===== config.mk =====
export PLATFORM = sky130hd
export DESIGN_NAME = cp1252_to_utf8_transcoder_flat
export DESIGN_NICKNAME = d
export VERILOG_FILES = /design/src/cp2u8_pkg.sv /design/src/cp2u8_if.sv /design/src/cp2u8_front.sv /design/src/cp2u8_queue.sv /design/src/cp2u8_back.sv /design/src/cp1252_to_utf8_transcoder.sv /design/src/flat_wrapper.sv
export SDC_FILE = /design/constraint.sdc
export NUM_CORES = 1
export LEC_CHECK = 0
export BUFFER_PORTS_ARGS = -buffer_cell sky130_fd_sc_hd__buf_2
export CORE_MARGIN = 2
export CORE_UTILIZATION = 67
export CTS_BUF_LIST = sky130_fd_sc_hd__clkbuf_4 sky130_fd_sc_hd__clkbuf_8
export CTS_CLUSTER_DIAMETER = 50
export DETAILED_ROUTE_END_ITERATION = 16
export GPL_ROUTABILITY_DRIVEN = 0
export PLACE_DENSITY_LB_ADDON = 0.05
export SYNTH_ARGS = -nofsm -noshare
export SYNTH_HDL_FRONTEND = slang
export SYNTH_SLANG_ARGS = --single-unit

===== constraint.sdc =====
create_clock -name clk_i -period 3.6 [get_ports clk_i]
set_clock_uncertainty 0.05 [all_clocks]
set_input_delay 0.18 -clock clk_i [delete_from_list [all_inputs] [get_ports clk_i]]
set_output_delay 0.18 -clock clk_i [all_outputs]
set_load 0.005 [all_outputs]

===== src/cp2u8_pkg.sv =====
// Shared types, constants and the high control code table of the CP1252 to UTF-8 transcoder.
`timescale 1ns / 1ps

package cp2u8_pkg;

  localparam int unsigned QueueDepth = 2;
  localparam int unsigned QueuePtrW  = $clog2(QueueDepth);
  localparam int unsigned QueueCntW  = $clog2(QueueDepth + 1);

  localparam logic [15:0] CpSpace = 16'h0020;
  localparam logic [7:0]  ByteZero = 8'h00;

  // Number of UTF-8 bytes in a command; NB_NONE marks an end marker only.
  localparam logic [1:0] NB_NONE  = 2'd0;
  localparam logic [1:0] NB_ONE   = 2'd1;
  localparam logic [1:0] NB_TWO   = 2'd2;
  localparam logic [1:0] NB_THREE = 2'd3;

  // One queued piece of work: up to three encoded bytes, first byte in slot 0.
  typedef struct packed {
    logic [2:0][7:0] data;
    logic [1:0]      nbytes;
    logic            eos;
  } cmd_t;

  // Code point of a byte in the 0x80..0x9F range, indexed by its low five bits.
  function automatic logic [15:0] high_ctrl_cp(input logic [4:0] idx);
    logic [15:0] cp;
    unique case (idx)
      5'h00: cp = 16'h20AC;
      5'h01: cp = CpSpace;
      5'h02: cp = 16'h201A;
      5'h03: cp = 16'h0192;
      5'h04: cp = 16'h201E;
      5'h05: cp = 16'h2026;
      5'h06: cp = 16'h2020;
      5'h07: cp = 16'h2021;
      5'h08: cp = 16'h02C6;
      5'h09: cp = 16'h2030;
      5'h0A: cp = 16'h0160;
      5'h0B: cp = 16'h2039;
      5'h0C: cp = 16'h0152;
      5'h0D: cp = CpSpace;
      5'h0E: cp = 16'h017D;
      5'h0F: cp = CpSpace;
      5'h10: cp = CpSpace;
      5'h11: cp = 16'h2018;
      5'h12: cp = 16'h2019;
      5'h13: cp = 16'h201C;
      5'h14: cp = 16'h201D;
      5'h15: cp = 16'h2022;
      5'h16: cp = 16'h2013;
      5'h17: cp = 16'h2014;
      5'h18: cp = 16'h02DC;
      5'h19: cp = 16'h2122;
      5'h1A: cp = 16'h0161;
      5'h1B: cp = 16'h203A;
      5'h1C: cp = 16'h0153;
      5'h1D: cp = CpSpace;
      5'h1E: cp = 16'h017E;
      5'h1F: cp = 16'h0178;
      default: cp = CpSpace;
    endcase
    return cp;
  endfunction

endpackage


===== src/cp2u8_if.sv =====
// Valid/ready channel interfaces for the input bytes and the UTF-8 result bytes.
`timescale 1ns / 1ps

interface cp2u8_in_if;
  logic       valid;
  logic       ready;
  logic [7:0] in_byte;
  logic       end_of_string;

  modport source (output valid, output in_byte, output end_of_string, input ready);
  modport sink   (input valid, input in_byte, input end_of_string, output ready);
endinterface

interface cp2u8_out_if;
  logic       valid;
  logic       ready;
  logic [7:0] out_byte;
  logic       byte_valid;
  logic       last_of_run;
  logic       string_done;

  modport source (output valid, output out_byte, output byte_valid, output last_of_run,
                  output string_done, input ready);
  modport sink   (input valid, input out_byte, input byte_valid, input last_of_run,
                  input string_done, output ready);
endinterface


===== src/cp2u8_front.sv =====
// Front end: accepts input bytes, tracks string termination and encodes code points.
`timescale 1ns / 1ps

module cp2u8_front import cp2u8_pkg::*; (
  input  logic       clk_i,
  input  logic       rst_ni,
  input  logic       in_valid_i,
  output logic       in_ready_o,
  input  logic [7:0] in_byte_i,
  input  logic       end_of_string_i,
  input  logic       q_full_i,
  output logic       q_push_o,
  output cmd_t       q_cmd_o
);

  logic        terminated_q, terminated_d;
  logic        accept;
  logic        is_zero;
  logic        emits;
  logic [15:0] cp;

  assign in_ready_o = !q_full_i;
  assign accept     = in_valid_i && in_ready_o;
  assign is_zero    = (in_byte_i == ByteZero);
  assign emits      = !terminated_q && !is_zero;

  always_comb begin
    if (in_byte_i[7:5] == 3'b100) begin
      cp = high_ctrl_cp(in_byte_i[4:0]);
    end else begin
      cp = {8'h00, in_byte_i};
    end
  end

  always_comb begin
    q_cmd_o.eos  = end_of_string_i;
    q_cmd_o.data = '0;
    if (!emits) begin
      q_cmd_o.nbytes = NB_NONE;
    end else if (cp[15:7] == '0) begin
      q_cmd_o.nbytes  = NB_ONE;
      q_cmd_o.data[0] = cp[7:0];
    end else if (cp[15:11] == '0) begin
      q_cmd_o.nbytes  = NB_TWO;
      q_cmd_o.data[0] = {3'b110, cp[10:6]};
      q_cmd_o.data[1] = {2'b10, cp[5:0]};
    end else begin
      q_cmd_o.nbytes  = NB_THREE;
      q_cmd_o.data[0] = {4'b1110, cp[15:12]};
      q_cmd_o.data[1] = {2'b10, cp[11:6]};
      q_cmd_o.data[2] = {2'b10, cp[5:0]};
    end
  end

  // Drop items that give neither a byte nor an end marker.
  assign q_push_o = accept && (emits || end_of_string_i);

  always_comb begin
    terminated_d = terminated_q;
    if (accept) begin
      if (end_of_string_i) begin
        terminated_d = 1'b0;
      end else if (!terminated_q && is_zero) begin
        terminated_d = 1'b1;
      end
    end
  end

  always_ff @(posedge clk_i or negedge rst_ni) begin
    if (!rst_ni) begin
      terminated_q <= 1'b0;
    end else begin
      terminated_q <= terminated_d;
    end
  end

endmodule


===== src/cp2u8_queue.sv =====
// Short command queue between the front end and the byte emitter.
`timescale 1ns / 1ps

module cp2u8_queue import cp2u8_pkg::*; (
  input  logic clk_i,
  input  logic rst_ni,
  input  logic push_i,
  input  cmd_t cmd_i,
  output logic full_o,
  input  logic pop_i,
  output logic head_valid_o,
  output cmd_t head_o
);

  cmd_t                 mem_q [QueueDepth];
  logic [QueuePtrW-1:0] wr_ptr_q, rd_ptr_q;
  logic [QueueCntW-1:0] count_q;

  assign full_o       = (count_q == QueueCntW'(QueueDepth));
  assign head_valid_o = (count_q != '0);
  assign head_o       = mem_q[rd_ptr_q];

  always_ff @(posedge clk_i) begin
    if (push_i) begin
      mem_q[wr_ptr_q] <= cmd_i;
    end
  end

  always_ff @(posedge clk_i or negedge rst_ni) begin
    if (!rst_ni) begin
      wr_ptr_q <= '0;
      rd_ptr_q <= '0;
      count_q  <= '0;
    end else begin
      if (push_i) begin
        wr_ptr_q <= wr_ptr_q + 1'b1;
      end
      if (pop_i) begin
        rd_ptr_q <= rd_ptr_q + 1'b1;
      end
      if (push_i && !pop_i) begin
        count_q <= count_q + 1'b1;
      end else if (pop_i && !push_i) begin
        count_q <= count_q - 1'b1;
      end
    end
  end

endmodule


===== src/cp2u8_back.sv =====
// Back end: one queued UTF-8 byte per cycle unless stalled, via an output register.
`timescale 1ns / 1ps

module cp2u8_back import cp2u8_pkg::*; (
  input  logic       clk_i,
  input  logic       rst_ni,
  input  logic       head_valid_i,
  input  cmd_t       head_i,
  output logic       pop_o,
  output logic       out_valid_o,
  input  logic       out_ready_i,
  output logic [7:0] out_byte_o,
  output logic       byte_valid_o,
  output logic       last_of_run_o,
  output logic       string_done_o
);

  logic [1:0] idx_q, idx_d;
  logic       out_valid_q, out_valid_d;
  logic [7:0] byte_q;
  logic       bvalid_q, last_q, done_q;
  logic       load;
  logic       is_last;
  logic [7:0] sel_byte;

  assign load    = head_valid_i && (!out_valid_q || out_ready_i);
  assign is_last = (head_i.nbytes == NB_NONE) || (idx_q == head_i.nbytes - 2'd1);
  assign pop_o   = load && is_last;

  always_comb begin
    unique case (idx_q)
      2'd0:    sel_byte = head_i.data[0];
      2'd1:    sel_byte = head_i.data[1];
      2'd2:    sel_byte = head_i.data[2];
      default: sel_byte = ByteZero;
    endcase
  end

  always_comb begin
    idx_d = idx_q;
    if (pop_o) begin
      idx_d = '0;
    end else if (load) begin
      idx_d = idx_q + 2'd1;
    end
  end

  always_comb begin
    out_valid_d = out_valid_q;
    if (load) begin
      out_valid_d = 1'b1;
    end else if (out_ready_i) begin
      out_valid_d = 1'b0;
    end
  end

  always_ff @(posedge clk_i or negedge rst_ni) begin
    if (!rst_ni) begin
      idx_q       <= '0;
      out_valid_q <= 1'b0;
    end else begin
      idx_q       <= idx_d;
      out_valid_q <= out_valid_d;
    end
  end

  always_ff @(posedge clk_i) begin
    if (load) begin
      byte_q   <= sel_byte;
      bvalid_q <= (head_i.nbytes != NB_NONE);
      last_q   <= is_last;
      done_q   <= is_last && head_i.eos;
    end
  end

  assign out_valid_o   = out_valid_q;
  assign out_byte_o    = byte_q;
  assign byte_valid_o  = bvalid_q;
  assign last_of_run_o = last_q;
  assign string_done_o = done_q;

endmodule


===== src/cp1252_to_utf8_transcoder.sv =====
// Top level of the CP1252 to UTF-8 transcoder.
//
// Channels: in_ch_i takes one CP1252 byte per item with an end_of_string flag;
// out_ch_o gives one UTF-8 byte per item with byte_valid, last_of_run and
// string_done. Both use valid/ready; an item moves when both are high.
// Structure: the front end accepts and encodes each byte into a command of
// one to three bytes (or an end marker) and pushes it into a two-entry queue;
// the back end drains it one output byte per cycle, unless out_ch_o stalls,
// into a registered output stage. Bytes after a string's zero terminator, and
// the terminator itself, push nothing unless they carry end_of_string.
// Path: an accepted item is written into the queue, waits at the queue head
// until the output stage is free, is then loaded into the registered output
// stage, and its first result can be taken from there.
// Throughput: the output port sets the rate, one byte per cycle while ready;
// an item gives one to three results by UTF-8 length (one for an end marker,
// none for a dropped byte). Input is taken whenever the queue has a free entry.
// Reset: clears the terminated flag, the queue and the output stage; no
// results are pending afterwards.
// Stall: when out_ch_o is not ready the output holds, the queue fills, and
// then in_ch_i drops ready until the receiver takes an item.
`timescale 1ns / 1ps

module cp1252_to_utf8_transcoder import cp2u8_pkg::*; (
  input  logic        clk_i,
  input  logic        rst_ni,
  cp2u8_in_if.sink    in_ch_i,
  cp2u8_out_if.source out_ch_o
);

  logic q_push, q_full, q_pop, q_head_valid;
  cmd_t q_cmd, q_head;

  // Accept, classify and encode.
  cp2u8_front u_front (
    .clk_i           (clk_i),
    .rst_ni          (rst_ni),
    .in_valid_i      (in_ch_i.valid),
    .in_ready_o      (in_ch_i.ready),
    .in_byte_i       (in_ch_i.in_byte),
    .end_of_string_i (in_ch_i.end_of_string),
    .q_full_i        (q_full),
    .q_push_o        (q_push),
    .q_cmd_o         (q_cmd)
  );

  // Decouple the two sides.
  cp2u8_queue u_queue (
    .clk_i        (clk_i),
    .rst_ni       (rst_ni),
    .push_i       (q_push),
    .cmd_i        (q_cmd),
    .full_o       (q_full),
    .pop_i        (q_pop),
    .head_valid_o (q_head_valid),
    .head_o       (q_head)
  );

  // Serialize the encoded bytes.
  cp2u8_back u_back (
    .clk_i         (clk_i),
    .rst_ni        (rst_ni),
    .head_valid_i  (q_head_valid),
    .head_i        (q_head),
    .pop_o         (q_pop),
    .out_valid_o   (out_ch_o.valid),
    .out_ready_i   (out_ch_o.ready),
    .out_byte_o    (out_ch_o.out_byte),
    .byte_valid_o  (out_ch_o.byte_valid),
    .last_of_run_o (out_ch_o.last_of_run),
    .string_done_o (out_ch_o.string_done)
  );

endmodule


===== src/flat_wrapper.sv =====
// flat-port wrapper written by rule: the top's interface ports become plain ports
module cp1252_to_utf8_transcoder_flat import cp2u8_pkg::*;
  (clk_i, rst_ni, in_ch_i_valid, in_ch_i_in_byte, in_ch_i_end_of_string, in_ch_i_ready, out_ch_o_valid, out_ch_o_out_byte, out_ch_o_byte_valid, out_ch_o_last_of_run, out_ch_o_string_done, out_ch_o_ready);
  cp2u8_in_if in_ch_i_i ();
  cp2u8_out_if out_ch_o_i ();
  input  logic clk_i;
  input  logic rst_ni;
  input wire logic [$bits(in_ch_i_i.valid)-1:0] in_ch_i_valid;
  input wire logic [$bits(in_ch_i_i.in_byte)-1:0] in_ch_i_in_byte;
  input wire logic [$bits(in_ch_i_i.end_of_string)-1:0] in_ch_i_end_of_string;
  output wire logic [$bits(in_ch_i_i.ready)-1:0] in_ch_i_ready;
  output wire logic [$bits(out_ch_o_i.valid)-1:0] out_ch_o_valid;
  output wire logic [$bits(out_ch_o_i.out_byte)-1:0] out_ch_o_out_byte;
  output wire logic [$bits(out_ch_o_i.byte_valid)-1:0] out_ch_o_byte_valid;
  output wire logic [$bits(out_ch_o_i.last_of_run)-1:0] out_ch_o_last_of_run;
  output wire logic [$bits(out_ch_o_i.string_done)-1:0] out_ch_o_string_done;
  input wire logic [$bits(out_ch_o_i.ready)-1:0] out_ch_o_ready;
  assign in_ch_i_i.valid = in_ch_i_valid;
  assign in_ch_i_i.in_byte = in_ch_i_in_byte;
  assign in_ch_i_i.end_of_string = in_ch_i_end_of_string;
  assign in_ch_i_ready = in_ch_i_i.ready;
  assign out_ch_o_valid = out_ch_o_i.valid;
  assign out_ch_o_out_byte = out_ch_o_i.out_byte;
  assign out_ch_o_byte_valid = out_ch_o_i.byte_valid;
  assign out_ch_o_last_of_run = out_ch_o_i.last_of_run;
  assign out_ch_o_string_done = out_ch_o_i.string_done;
  assign out_ch_o_i.ready = out_ch_o_ready;
  cp1252_to_utf8_transcoder u_core (.clk_i(clk_i), .rst_ni(rst_ni), .in_ch_i(in_ch_i_i), .out_ch_o(out_ch_o_i));
endmodule

## Yosys cells after proc, flatten, opt, wreduce, memory -nomap -nowiden

Memories as Yosys holds them, arrays and structs flattened.
Index checks and enable logic that the tools add are counted.

| storage, ports and cells | value |
|---|---|
| flip-flop bits (word level) | 19 |
| RAM bits | 54 |
| bits in read-only memories | 352 |
| input port bits | 13 |
| output and inout port bits | 13 |
| word-level logic and storage cells | 71 |
| memories kept | 2 |

Memories:

| memory | depth | bits a word | rd ports | clocked after Yosys merged registers in | wr ports | RTL line | source |
|---|---|---|---|---|---|---|---|
| (name not given) | 32 | 11 | 1 | 0 | 0 | cp2u8_pkg.sv:29 | `unique case (idx)` |
| u_core.u_queue.mem_q | 2 | 27 | 1 | 0 | 1 | cp2u8_queue.sv:15 | `cmd_t mem_q [QueueDepth];` |

| operators by class | value |
|---|---|
| add/sub/neg operators | 6 |
| equal/unequal tests | 5 |
| multiplexer cells | 18 |
| reductions and logical operators | 30 |

Operator list:

| cell | number |
|---|---|
| $mux W16 | 3 |
| $mux W24 | 1 |
| $pmux W8 S3 | 1 |
| $reduce_bool A2 Y1 | 6 |
| $mux W10 | 1 |
| $mux W2 | 5 |
| $logic_and A1 B1 Y1 | 9 |
| $logic_not A9 Y1 | 1 |
| $logic_not A8 Y1 | 1 |
| $mux W8 | 1 |
| $logic_not A1 Y1 | 6 |
| $mux W1 | 6 |
| $logic_not A5 Y1 | 1 |
| $add A2 B1 Y2 const B | 2 |
| $eq A2 B2 Y1 const B | 2 |
| $logic_not A2 Y1 | 2 |
| $sub A2 B1 Y2 const B | 2 |
| $eq A3 B3 Y1 const B | 1 |
| $logic_or A1 B1 Y1 | 3 |
| $add A1 B1 Y1 const B | 2 |
| $eq A2 B1 Y1 const B | 1 |
| $eq A2 B2 Y1 | 1 |
| $reduce_and A2 Y1 | 1 |

## Longest topological paths before layout

Gate-level depths: netlist of run 1.

| depth | value |
|---|---|
| depth in word-level cells | 9 |
| mapped depth | 11 |
| mapped depth without buffers | 10 |

## By module

A second synthesis of run 1 with hierarchy kept.

| second synthesis, totals | value |
|---|---|
| cell total of the unflattened synthesis | 310 |
| area, all modules | 3,922.5 µm² |

By module, submodules not included:

| module | times used | cells each | area each (µm²) | seq. area each (µm²) |
|---|---|---|---|---|
| cp2u8_queue | 1 | 100 | 2,237.1 | 1,721.7 |
| cp2u8_front | 1 | 153 | 985.9 | 25.0 |
| cp2u8_back | 1 | 57 | 699.4 | 405.4 |

## Worst setup path before layout of run 1

No wires, ideal clock.

| path | value |
|---|---|
| path type | input to register |
| start point | in in_ch_i_in_byte[1] |
| end point | mem u_core.u_queue.mem_q[0][0] (netlist name) (enable) |
| library setup time | 405 ps |
| data arrival time | 2,278 ps |
| data required time | 3,145 ps |
| setup slack | 867 ps |
| stages on the path | 6 |
| path buffers | 0 |
| cells stage by stage | inv_1 ha_1 nor2b_1 a31oi_1 o21ai_0 nor2_1 |

| between the ends | value |
|---|---|
| word-level cells in the longest chain between the ends | 7 |

Ends and longest elaborated chain:

| what | RTL line | source |
|---|---|---|
| start, declared | flat_wrapper.sv:9 | `input wire logic [$bits(in_ch_i_i.in_byte)-1:0] in_ch_i_in_byte;` |
| $logic_not A8 Y1 | cp2u8_front.sv:24 | `assign is_zero = (in_byte_i == ByteZero);` |
| $logic_not A1 Y1 | cp2u8_front.sv:25 | `assign emits = !terminated_q && !is_zero;` |
| $logic_and A1 B1 Y1 | cp2u8_front.sv:25 |  |
| $logic_or A1 B1 Y1 | cp2u8_front.sv:56 | `assign q_push_o = accept && (emits \|\| end_of_string_i);` |
| $logic_and A1 B1 Y1 | cp2u8_front.sv:56 |  |
| $mux W1 | cp2u8_queue.sv:24 | `if (push_i) begin` |
| $mux W1 (not written as such) | cp2u8_queue.sv:25 | `mem_q[wr_ptr_q] <= cmd_i;` |
| end, declared | cp2u8_queue.sv:15 |  |

Every way passes these cells.

## Final worst setup path of run 1

| path | value |
|---|---|
| start point | reg u_core.u_queue.rd_ptr_q |
| end point | reg u_core.u_queue.count_q[1] |

| between the ends | value |
|---|---|
| word-level cells in the longest chain between the ends | 8 |
| elaborated cells between the ends (all ways) | 11 |
| those cells by class | add/sub (1); eq/ne (1); mux (1); reduce/logical (7); memory (1) |

Ends and longest elaborated chain:

| what | RTL line | source |
|---|---|---|
| start, declared | cp2u8_queue.sv:16 | `logic [QueuePtrW-1:0] wr_ptr_q, rd_ptr_q;` |
| start signal, assigned | cp2u8_queue.sv:39 | `rd_ptr_q <= rd_ptr_q + 1'b1;` |
| $mem_v2 Z2 W27 (*) | n/a |  |
| $sub A2 B1 Y2 | cp2u8_back.sv:27 | `assign is_last = (head_i.nbytes == NB_NONE) \|\| (idx_q == head_i.nbytes - 2'd1);` |
| $eq A2 B2 Y1 | cp2u8_back.sv:27 |  |
| $logic_or A1 B1 Y1 (*) | cp2u8_back.sv:27 |  |
| via u_core.u_back.is_last | cp2u8_back.sv:23 | `logic is_last;` |
| $logic_and A1 B1 Y1 (*) | cp2u8_back.sv:28 | `assign pop_o = load && is_last;` |
| $logic_not A1 Y1 | cp2u8_queue.sv:41 | `if (push_i && !pop_i) begin` |
| $logic_and A1 B1 Y1 | cp2u8_queue.sv:41 |  |
| $mux W2 / $reduce_bool A2 Y1 (equally long branches) | n/a |  |
| end signal, assigned | cp2u8_queue.sv:42 | `count_q <= count_q + 1'b1;` |
| end signal, assigned | cp2u8_queue.sv:44 | `count_q <= count_q - 1'b1;` |
| end, declared | cp2u8_queue.sv:17 | `logic [QueueCntW-1:0] count_q;` |

The timed path passes the listed nets; every way through them passes the cells marked *.
A chain may end at the register's enable or synchronous reset.

==> run summary, run 1 <==
outcome: completed
vias in the first global route: 2,300
Finished Cell Area: 3790 µm²
Synth Cell Area: 3400 µm²
combinational family with the most area after synthesis: compound AO/OA/AOI/OAI gates
share of flip-flops with an asynchronous set or reset: 0.119
Crit path max-delay family: adder cells
dpl cells: 359
Leakage: 1.44 nW
CTS Hold Bufs: 1
nets: 329
Tcrit/Tclk final: 0.790
total chip power: 2.76 mW
RSZ-0062 raised after global routing: false
Fillers: 314
CTS Sinks: 67
# IOs: 26
crit path time final: 2840 ps
Die Width: 75.3 µm
input/output buffers: 25
postcts setup bufs: 0
crit-path cells: buf_4 -> mux2i_1 -> ha_1 -> xor2_1 -> a21oi_1 -> inv_1 -> nand2_1 -> ha_1 -> xor2_1 -> nor2_1 -> xor2_1
pre-CTS setup slack: 915 ps
count leader, synth: edfxtp_1
via count: 2,429
initial antenna violation count: 0
Slew @ Worst Pin: 573 ps
Setup TNS: 0 ps
Die Y: 75.3 µm
crit path DAT: 3010 ps
yosys synthesis warning count: 0
# DRC: 0
clock latency on the worst-skew pair: 330 ps
pin count of the biggest net entering global routing: 30
VDD IR max: 0.624 mV
Synth top area share: 0.521
Post-synth EDFFs: 59
detailed-placement wirelength estimate: 4480 µm
mux cell area share after synthesis: 0.0305
xor-xnor portion of the synthesized cell area: 0.0206
CP max FO: 17
gr ovfl total: 0
Worst setup SP type: flop
Synth area leader: edfxtp_1
# Max-Cap Violations: 0
CTS Buf Count: 9
Compound-Gate Fraction of Synth Area: 0.172
crit-path max cell delay: 400 ps
CTS HTree Levels: 3
Core Box Area: 4820 µm²
Vias/cell: 6.46
Synth Flop Type: edfxtp_1
DR iter-0 viols: 310
routed len/inst: 18.8 µm
Synth Area in Adders: 0.0441
crit-path most repeated cell: xor2_1
Final Setup Violations: 0
placed inst area: 3570 µm²
total track usage: 0.272
first-pass GRT wire length: 11,100 µm
top cells by count, synth: edfxtp_1 (59), nor2_1 (25), nor2b_1 (13)
initial core utilization: 0.706
post-CTS sizing: 0
power per standard cell area: 727 nW/µm²
Synth Instances: 280
setup slack after layout: 757 ps
Total Wirelength: 7070 µm
hold_ws: 36.9 ps
sequential fraction of the synthesis area: 0.579
Synth Area per Inst: 12.2 µm²
Finished Layout Cells: 376
top cells by area, synth: edfxtp_1 (52%), dfrtp_1 (5.9%), ha_1 (4.4%)
share of cells above drive strength 1: 0.178
slew margin rel.: 0.613
Final Hold Vio Count: 0
Area Overhead vs Synth: 11.4%
fmax: 0.352 GHz
Pins Over Slew Limit: 0
maximum clock insertion buffer count: 2
Hold Crit Class: in -> reg
final core utilization: 0.787
Pre-antenna DRT Iters: 6
die area: 5670 µm²
row cnt: 25
CTS tree: done
Post-DRT Antenna Nets: 0
Worst Setup End Kind: flop
synth unique cells: 53
worst path required time: 3770 ps
CP Class: reg -> reg
Synth Area in Simple Gates: 0.120
root buf cell: clkbuf_8
Buf+Inv Stages, Crit Path: 2
Ant. Diodes: 0
clock-pin slew on the worst setup and hold paths: 70 ps
register bit total from synthesis: 67
Slowest cell on crit path: dfrtp_1
Synthesized Nets: 305
[registers in the layout (all words and copies together), names as in the netlist]
| register | count |
|---|---|
| u_core.u_front.terminated_q | 1 |
| u_core.u_back.out_valid_o | 1 |
| u_core.u_back.last_of_run_o | 1 |
| u_core.u_queue.rd_ptr_q | 1 |
| u_core.u_back.out_byte_o | 8 |
| u_core.u_queue.wr_ptr_q | 1 |
| u_core.u_back.idx_q | 2 |
| u_core.u_back.string_done_o | 1 |
| u_core.u_queue.mem_q | 48 |
| u_core.u_back.byte_valid_o | 1 |
| u_core.u_queue.count_q | 2 |
[kinds of logic (layout without fill, tap and decap cells)]
group / Yosys count / in the layout
compound gates: 77 / 77
xor+xnor: 8 / 8
fa+ha+maj: 12 / 12
buf+inv: 28 / 57
flops: 67 / 67
mux: 10 / 10
simple gates: 78 / 78
[final timing paths]
path,startpoint,end,slack (ps),depth (start not counted)
max,u_core.u_queue.rd_ptr_q,u_core.u_queue.count_q[1],760,11
min,in_ch_i_end_of_string,u_core.u_queue.mem_q[1][0],40,1
max reg2reg,u_core.u_queue.rd_ptr_q,u_core.u_queue.count_q[1],760,11
min reg2reg,u_core.u_queue.count_q[1],u_core.u_queue.count_q[1],460,1
max in group asynchronous,rst_ni,u_core.u_front.terminated_q,3150,2
min in group asynchronous,rst_ni,u_core.u_back.idx_q[0],170,2
[per-layer routing]
layer / global-route usage / routed length, µm
met5: 0 / 0
met4: 0.142 / 152
met3: 0.0495 / 464
met2: 0.440 / 3590
met1: 0.355 / 2860
[worst register-to-register path: stages, from the launching register on]
cell	delay (ps)
dfrtp_1	400
buf_4	260
mux2i_1	340
ha_1	300
xor2_1	180
a21oi_1	380
inv_1	130
nand2_1	140
ha_1	190
xor2_1	150
nor2_1	60
xor2_1	130
[area by class of cell]
type | instances | area (µm²) | area share
Multi-Input combinational cell | 185 | 1320 | 0.349
Clock buffer | 14 | 174 | 0.0459
Tap cell | 67 | 83.8 | 0.0221
Timing Repair Buffer | 29 | 158 | 0.0416
Inverter | 12 | 45.0 | 0.0119
Clock inverter | 2 | 35.0 | 0.00924
Sequential cell | 67 | 1970 | 0.520
[placed cells by master (no fill, tap or decap), types with 2 or more instances in the layout]
cell type | Yosys | routed
xor2_1 | 3 | 3
o31ai_1 | 2 | 2
o21a_1 | 2 | 2
inv_1 | 12 | 12
a221oi_1 | 2 | 2
buf_4 | 0 | 3
mux2i_1 | 7 | 7
edfxtp_1 | 59 | 59
buf_2 | 6 | 25
a21oi_1 | 10 | 10
mux2_2 | 3 | 3
o22ai_1 | 2 | 2
ha_1 | 12 | 12
nand3b_1 | 2 | 2
nand3_1 | 6 | 6
or3_1 | 2 | 2
nor3b_1 | 3 | 3
a211oi_1 | 9 | 9
nor3_1 | 2 | 2
clkbuf_8 | 0 | 11
nor2_2 | 0 | 2
o21ai_0 | 12 | 12
dfrtp_1 | 8 | 8
a222oi_1 | 12 | 12
nand2b_1 | 6 | 6
clkbuf_4 | 0 | 3
nand2_1 | 12 | 12
nor2b_1 | 13 | 13
a21o_1 | 2 | 2
xnor2_1 | 5 | 5
a31oi_1 | 7 | 7
and3b_1 | 2 | 2
nor2_1 | 25 | 23
[power breakdown]
group | switching [mW] | leakage, nW | internal (mW) | total (mW)
registers | 0.0840 | 0.656 | 1.15 | 1.23
logic | 0.533 | 0.675 | 0.347 | 0.880
clock network | 0.262 | 0.111 | 0.381 | 0.643
total | 0.879 | 1.44 | 1.88 | 2.76
No activity file was read; power rests on OpenSTA's default activity.
==> inputs of run 2 (changes only) <==
--- a/config.mk
+++ b/config.mk
@@ -7,7 +7,7 @@
 export LEC_CHECK = 0
 export BUFFER_PORTS_ARGS = -buffer_cell sky130_fd_sc_hd__buf_2
 export CORE_MARGIN = 2
-export CORE_UTILIZATION = 67
+export CORE_UTILIZATION = 56
 export CTS_BUF_LIST = sky130_fd_sc_hd__clkbuf_4 sky130_fd_sc_hd__clkbuf_8
 export CTS_CLUSTER_DIAMETER = 50
 export DETAILED_ROUTE_END_ITERATION = 16
==> constraint.sdc (replaced) <==
create_clock -name clk_i -period 2.5 [get_ports clk_i]
set_clock_uncertainty 0.05 [all_clocks]
set_input_delay 0.125 -clock clk_i [delete_from_list [all_inputs] [get_ports clk_i]]
set_output_delay 0.125 -clock clk_i [all_outputs]
set_load 0.005 [all_outputs]
==> run 2 against run 1 <==
Final cell count is 4.5% higher; non-clock buffer count increased by 9; final area up 1.7%; die area is 19% higher; sequential power grew 45%.
==> run summary, run 2 (same netlist as run 1, synthesis figures left out) <==
Tcrit/Tclk final: 0.907
met3 Use GR: 0.0341
Core Box Area: 5890 µm²
Setup TNS: 0 ps
CP Class: reg -> reg
Area Overhead vs Synth: 13.3%
first-pass GRT wire length: 10,800 µm
Hold EP: u_core.u_front.terminated_q
total track usage: 0.216
total chip power: 3.83 mW
RSZ-0062 raised after global routing: false
slew margin rel.: 0.618
Worst Setup End Kind: flop
CP max FO: 5
initial core utilization: 0.578
crit path time final: 2270 ps
Reg with most FFs: u_core.u_queue.mem_q
VDD IR max: 0.632 mV
# DRC: 0
Fillers: 468
worst path required time: 2680 ps
met1 usage: 0.287
detailed-placement wirelength estimate: 4700 µm
crit path DAT: 2440 ps
R2R setup slack: 230 ps
Vias/cell: 6.05
input/output buffers: 25
root buf cell: clkbuf_8
Die Y: 82.0 µm
met2 Resource Use GR: 0.355
most frequent cells in the layout: edfxtp_1 (59), buf_2 (25), nor2_1 (23), nor2b_1 (13)
via count: 2,378
outcome: completed
fmax: 0.441 GHz
vias in the first global route: 2,248
Final Setup Violations: 0
Ant. Diodes: 0
Slew @ Worst Pin: 565 ps
power per standard cell area: 992 nW/µm²
share of cells above drive strength 1: 0.195
DR iter-0 viols: 197
# IOs: 26
Hold Crit Class: in -> reg
R2R Path Start: u_core.u_queue.rd_ptr_q
reg2reg end: u_core.u_queue.count_q[1]
Total Wirelength: 6710 µm
hold depth: 3
clock latency on the worst-skew pair: 330 ps
Leakage: 1.46 nW
CTS Buf Count: 9
hold_ws: 72.7 ps
routed len/inst: 17.1 µm
pin count of the biggest net entering global routing: 30
Die Width: 82.0 µm
Pre-antenna DRT Iters: 5
flip-flop count of the largest register after layout: 48
# Max-Cap Violations: 0
CTS HTree Levels: 3
row cnt: 28
HP Start: in_ch_i_valid
maximum clock insertion buffer count: 2
Post-DRT Antenna Nets: 0
die area: 6720 µm²
Final Hold Vio Count: 0
worst-case reg-to-reg path depth: 10
initial antenna violation count: 0
gr busiest metal: met2
Pins Over Slew Limit: 0
gr ovfl total: 0
CTS Sinks: 67
dpl cells: 374
Finished Layout Cells: 393
nets: 338
clock-pin slew on the worst setup and hold paths: 80 ps
Worst setup SP type: flop
CTS tree: done
commonest non-fill, non-tap cell in the layout: edfxtp_1
[run 2: cell type report]
class                      instances  area (µm²)  area share
sequential                        67        1970       0.511
timing repair buffer              38         255      0.0662
tap                               75        93.8      0.0243
inverter                          12        45.0      0.0117
clock inverter                     7        43.8      0.0114
clock buffer                       9         124      0.0321
multi-input combinational        185        1320       0.343
[run 2: metal layers]
metal  share of wire  up-vias
met2            0.50       68
met5               0        -
li1                -     1151
met1            0.45     1151
met4           0.013        0
met3           0.041        8
[run 2: timing repair]
| item | CTS | global route |
|---|---|---|
| endpoints found under the hold margin | 12 | 0 |
| hold buffers | 3 | 0 |
| gates resized for setup | 0 | 0 |
| setup buffers | 0 | 0 |
[run 2: stage by stage]
stage	setup WS, ps	util	instance area, µm²
after detailed placement	231	0.622	3660
after global placement	243	0.622	3660
after floorplan	-178	-	3400
final	232	0.655	3860
after global routing	66.7	0.655	3860
after CTS	218	0.655	3860
[run 2: how the worst max path moves through the flow]
stage                            startpoint                          to  slack [ps]
floorplan                in_ch_i_in_byte[1]  u_core.u_queue.mem_q[0][0]        -180
global placement    u_core.u_queue.rd_ptr_q   u_core.u_queue.count_q[1]         240
finish              u_core.u_queue.rd_ptr_q   u_core.u_queue.count_q[1]         230
global route        u_core.u_queue.rd_ptr_q   u_core.u_queue.count_q[1]          70
detailed placement       in_ch_i_in_byte[1]   u_core.u_queue.count_q[1]         230
CTS                 u_core.u_queue.rd_ptr_q   u_core.u_queue.count_q[1]         220
[run 2: critical path, stage by stage (launching register included)]
cell     delay (ps)
dfrtp_1         470
mux2i_1         310
ha_1            280
xor2_1          160
a21oi_1         180
inv_1            80
nand2_1         120
ha_1            170
xor2_1          150
nor2_1           70
xor2_1          130
[run 2: power breakdown]
| part | leakage, nW | switching [mW] | internal (mW) |
|---|---|---|---|
| combinational | 0.722 | 0.719 | 0.569 |
| sequential | 0.656 | 0.130 | 1.65 |
| clock | 0.0852 | 0.399 | 0.355 |
| total | 1.46 | 1.25 | 2.58 |
==> inputs of run 3 (changes only) <==
==> constraint.sdc (replaced) <==
create_clock -name clk_i -period 2 [get_ports clk_i]
set_clock_uncertainty 0.05 [all_clocks]
set_input_delay 0.1 -clock clk_i [delete_from_list [all_inputs] [get_ports clk_i]]
set_output_delay 0.1 -clock clk_i [all_outputs]
set_load 0.005 [all_outputs]
==> run 3 against run 2 <==
The flow now finishes with violations (negative setup slack); critical path depth unchanged; via count up 9.0%; worst hold slack worse by 3.5 ps; total power up 43%; global-route usage up 4.1 points; utilization up 6.2 points; critical endpoint unchanged; largest cell class unchanged; highest routed layer unchanged.
==> run summary, run 3 (same netlist as run 1, synthesis figures left out) <==
initial core utilization: 0.578
total chip power: 5.46 mW
detailed-placement wirelength estimate: 5230 µm
share of cells above drive strength 1: 0.307
Ant. Diodes: 0
total track usage: 0.257
row cnt: 28
die area: 6720 µm²
met3 Use GR: 0.0560
CTS Buf Count: 9
input/output buffers: 25
clock-pin slew on the worst setup and hold paths: 80 ps
DR iter-0 viols: 245
failing checks: negative setup slack
Worst Setup End Kind: flop
CP Class: reg -> reg
Area Overhead vs Synth: 24.1%
pin count of the biggest net entering global routing: 25
met2 Resource Use GR: 0.418
crit path time final: 2170 ps
crit path DAT: 2340 ps
power per standard cell area: 1290 nW/µm²
gr busiest metal: met2
Pins Over Slew Limit: 0
setup slack after layout: -174 ps
Final Setup Violations: 1
CTS tree: done
Leakage: 1.65 nW
Setup TNS: -174 ps
gr ovfl total: 0
final core utilization: 0.718
RSZ-0062 raised after global routing: true
Hold Crit Class: in -> async
VDD IR max: 1.06 mV
initial antenna violation count: 0
Final Hold Vio Count: 0
met1 usage: 0.329
Die Width: 82.0 µm
Die Y: 82.0 µm
Reg with most FFs: u_core.u_queue.mem_q
Post-DRT Antenna Nets: 0
commonest non-fill, non-tap cell in the layout: edfxtp_1
clock latency on the worst-skew pair: 340 ps
Core Box Area: 5890 µm²
hold_ws: 69.2 ps
# IOs: 26
fmax: 0.460 GHz
via count: 2,592
worst path required time: 2170 ps
first-pass GRT wire length: 12,500 µm
Slew @ Worst Pin: 710 ps
CP max FO: 3
CTS Sinks: 67
slew margin rel.: 0.526
most frequent cells in the layout: edfxtp_1 (59), buf_4 (41), buf_2 (25), nor2_1 (22), nor2b_1 (13)
Vias/cell: 6.07
Tcrit/Tclk final: 1.09
flip-flop count of the largest register after layout: 48
CTS HTree Levels: 3
routed len/inst: 18.6 µm
Worst setup SP type: flop
Pre-antenna DRT Iters: 5
maximum clock insertion buffer count: 2
outcome: finished with violations
# Max-Cap Violations: 0
# DRC: 0
nets: 372
vias in the first global route: 2,514
root buf cell: clkbuf_8
Total Wirelength: 7940 µm
[run 3: final cells by class]
| type | instances | area [µm²] |
|---|---|---|
| flip-flops and latches | 67 | 1970 |
| fillers | 421 | 1660 |
| multi-input cells | 185 | 1390 |
| repair buffers | 72 | 523 |
| clock buffers | 10 | 138 |
| well taps | 75 | 93.8 |
| clock inverters | 6 | 63.8 |
| inverters | 12 | 45.0 |
[run 3: per-stage QoR]
stage,instances,worst slack [ps],area (µm²)
floorplan,280,-129,3460
finish,427,-174,4220
global route,427,-244,4220
global placement,402,-55.6,3930
CTS,428,-112,4240
detailed placement,402,-292,3930
[run 3: power by group]
part / total [mW] / leakage (nW) / internal, mW / switching, mW
Sequential: 2.24 / 0.655 / 2.07 / 0.162
Clock: 1.14 / 0.0987 / 0.609 / 0.534
Combinational: 2.08 / 0.899 / 0.963 / 1.12
[run 3: metal layers]
layer / vias up / share of wire
met5: - / 0
met4: 0 / 0.021
met3: 14 / 0.054
met2: 110 / 0.51
met1: 1253 / 0.42
li1: 1215 / -
[run 3: critical path, stage by stage, from the launching register on]
cell and delay [ps]:
dfrtp_2 410, mux2i_2 270, ha_1 290, xor2_1 180, a21oi_2 200, inv_2 70, nand2_4 70, ha_4 140
xor2_2 150, nor2_2 60, xor2_1 140
[run 3: path summary, 6_finish.rpt]
path                                      startpoint                     endpoint  slack, ps  cells after the start
min reg2reg                u_core.u_back.out_valid_o    u_core.u_back.out_valid_o        440                      2
max in group asynchronous                     rst_ni      u_core.u_queue.rd_ptr_q       1630                      2
min in group clk_i                     in_ch_i_valid  u_core.u_front.terminated_q         70                      3
max reg2reg                  u_core.u_queue.rd_ptr_q    u_core.u_queue.count_q[1]       -170                     10
min                                           rst_ni       u_core.u_back.idx_q[1]         70                      2
max                          u_core.u_queue.rd_ptr_q    u_core.u_queue.count_q[1]       -170                     10
[run 3: repair_timing]
item	CTS	global route
setup endpoints to repair	2	11
buffers inserted	7	2
endpoints found under the hold margin	12	0
pin swaps	3	6
hold buffers	3	0
resized for setup	7	3
cloned	0	0
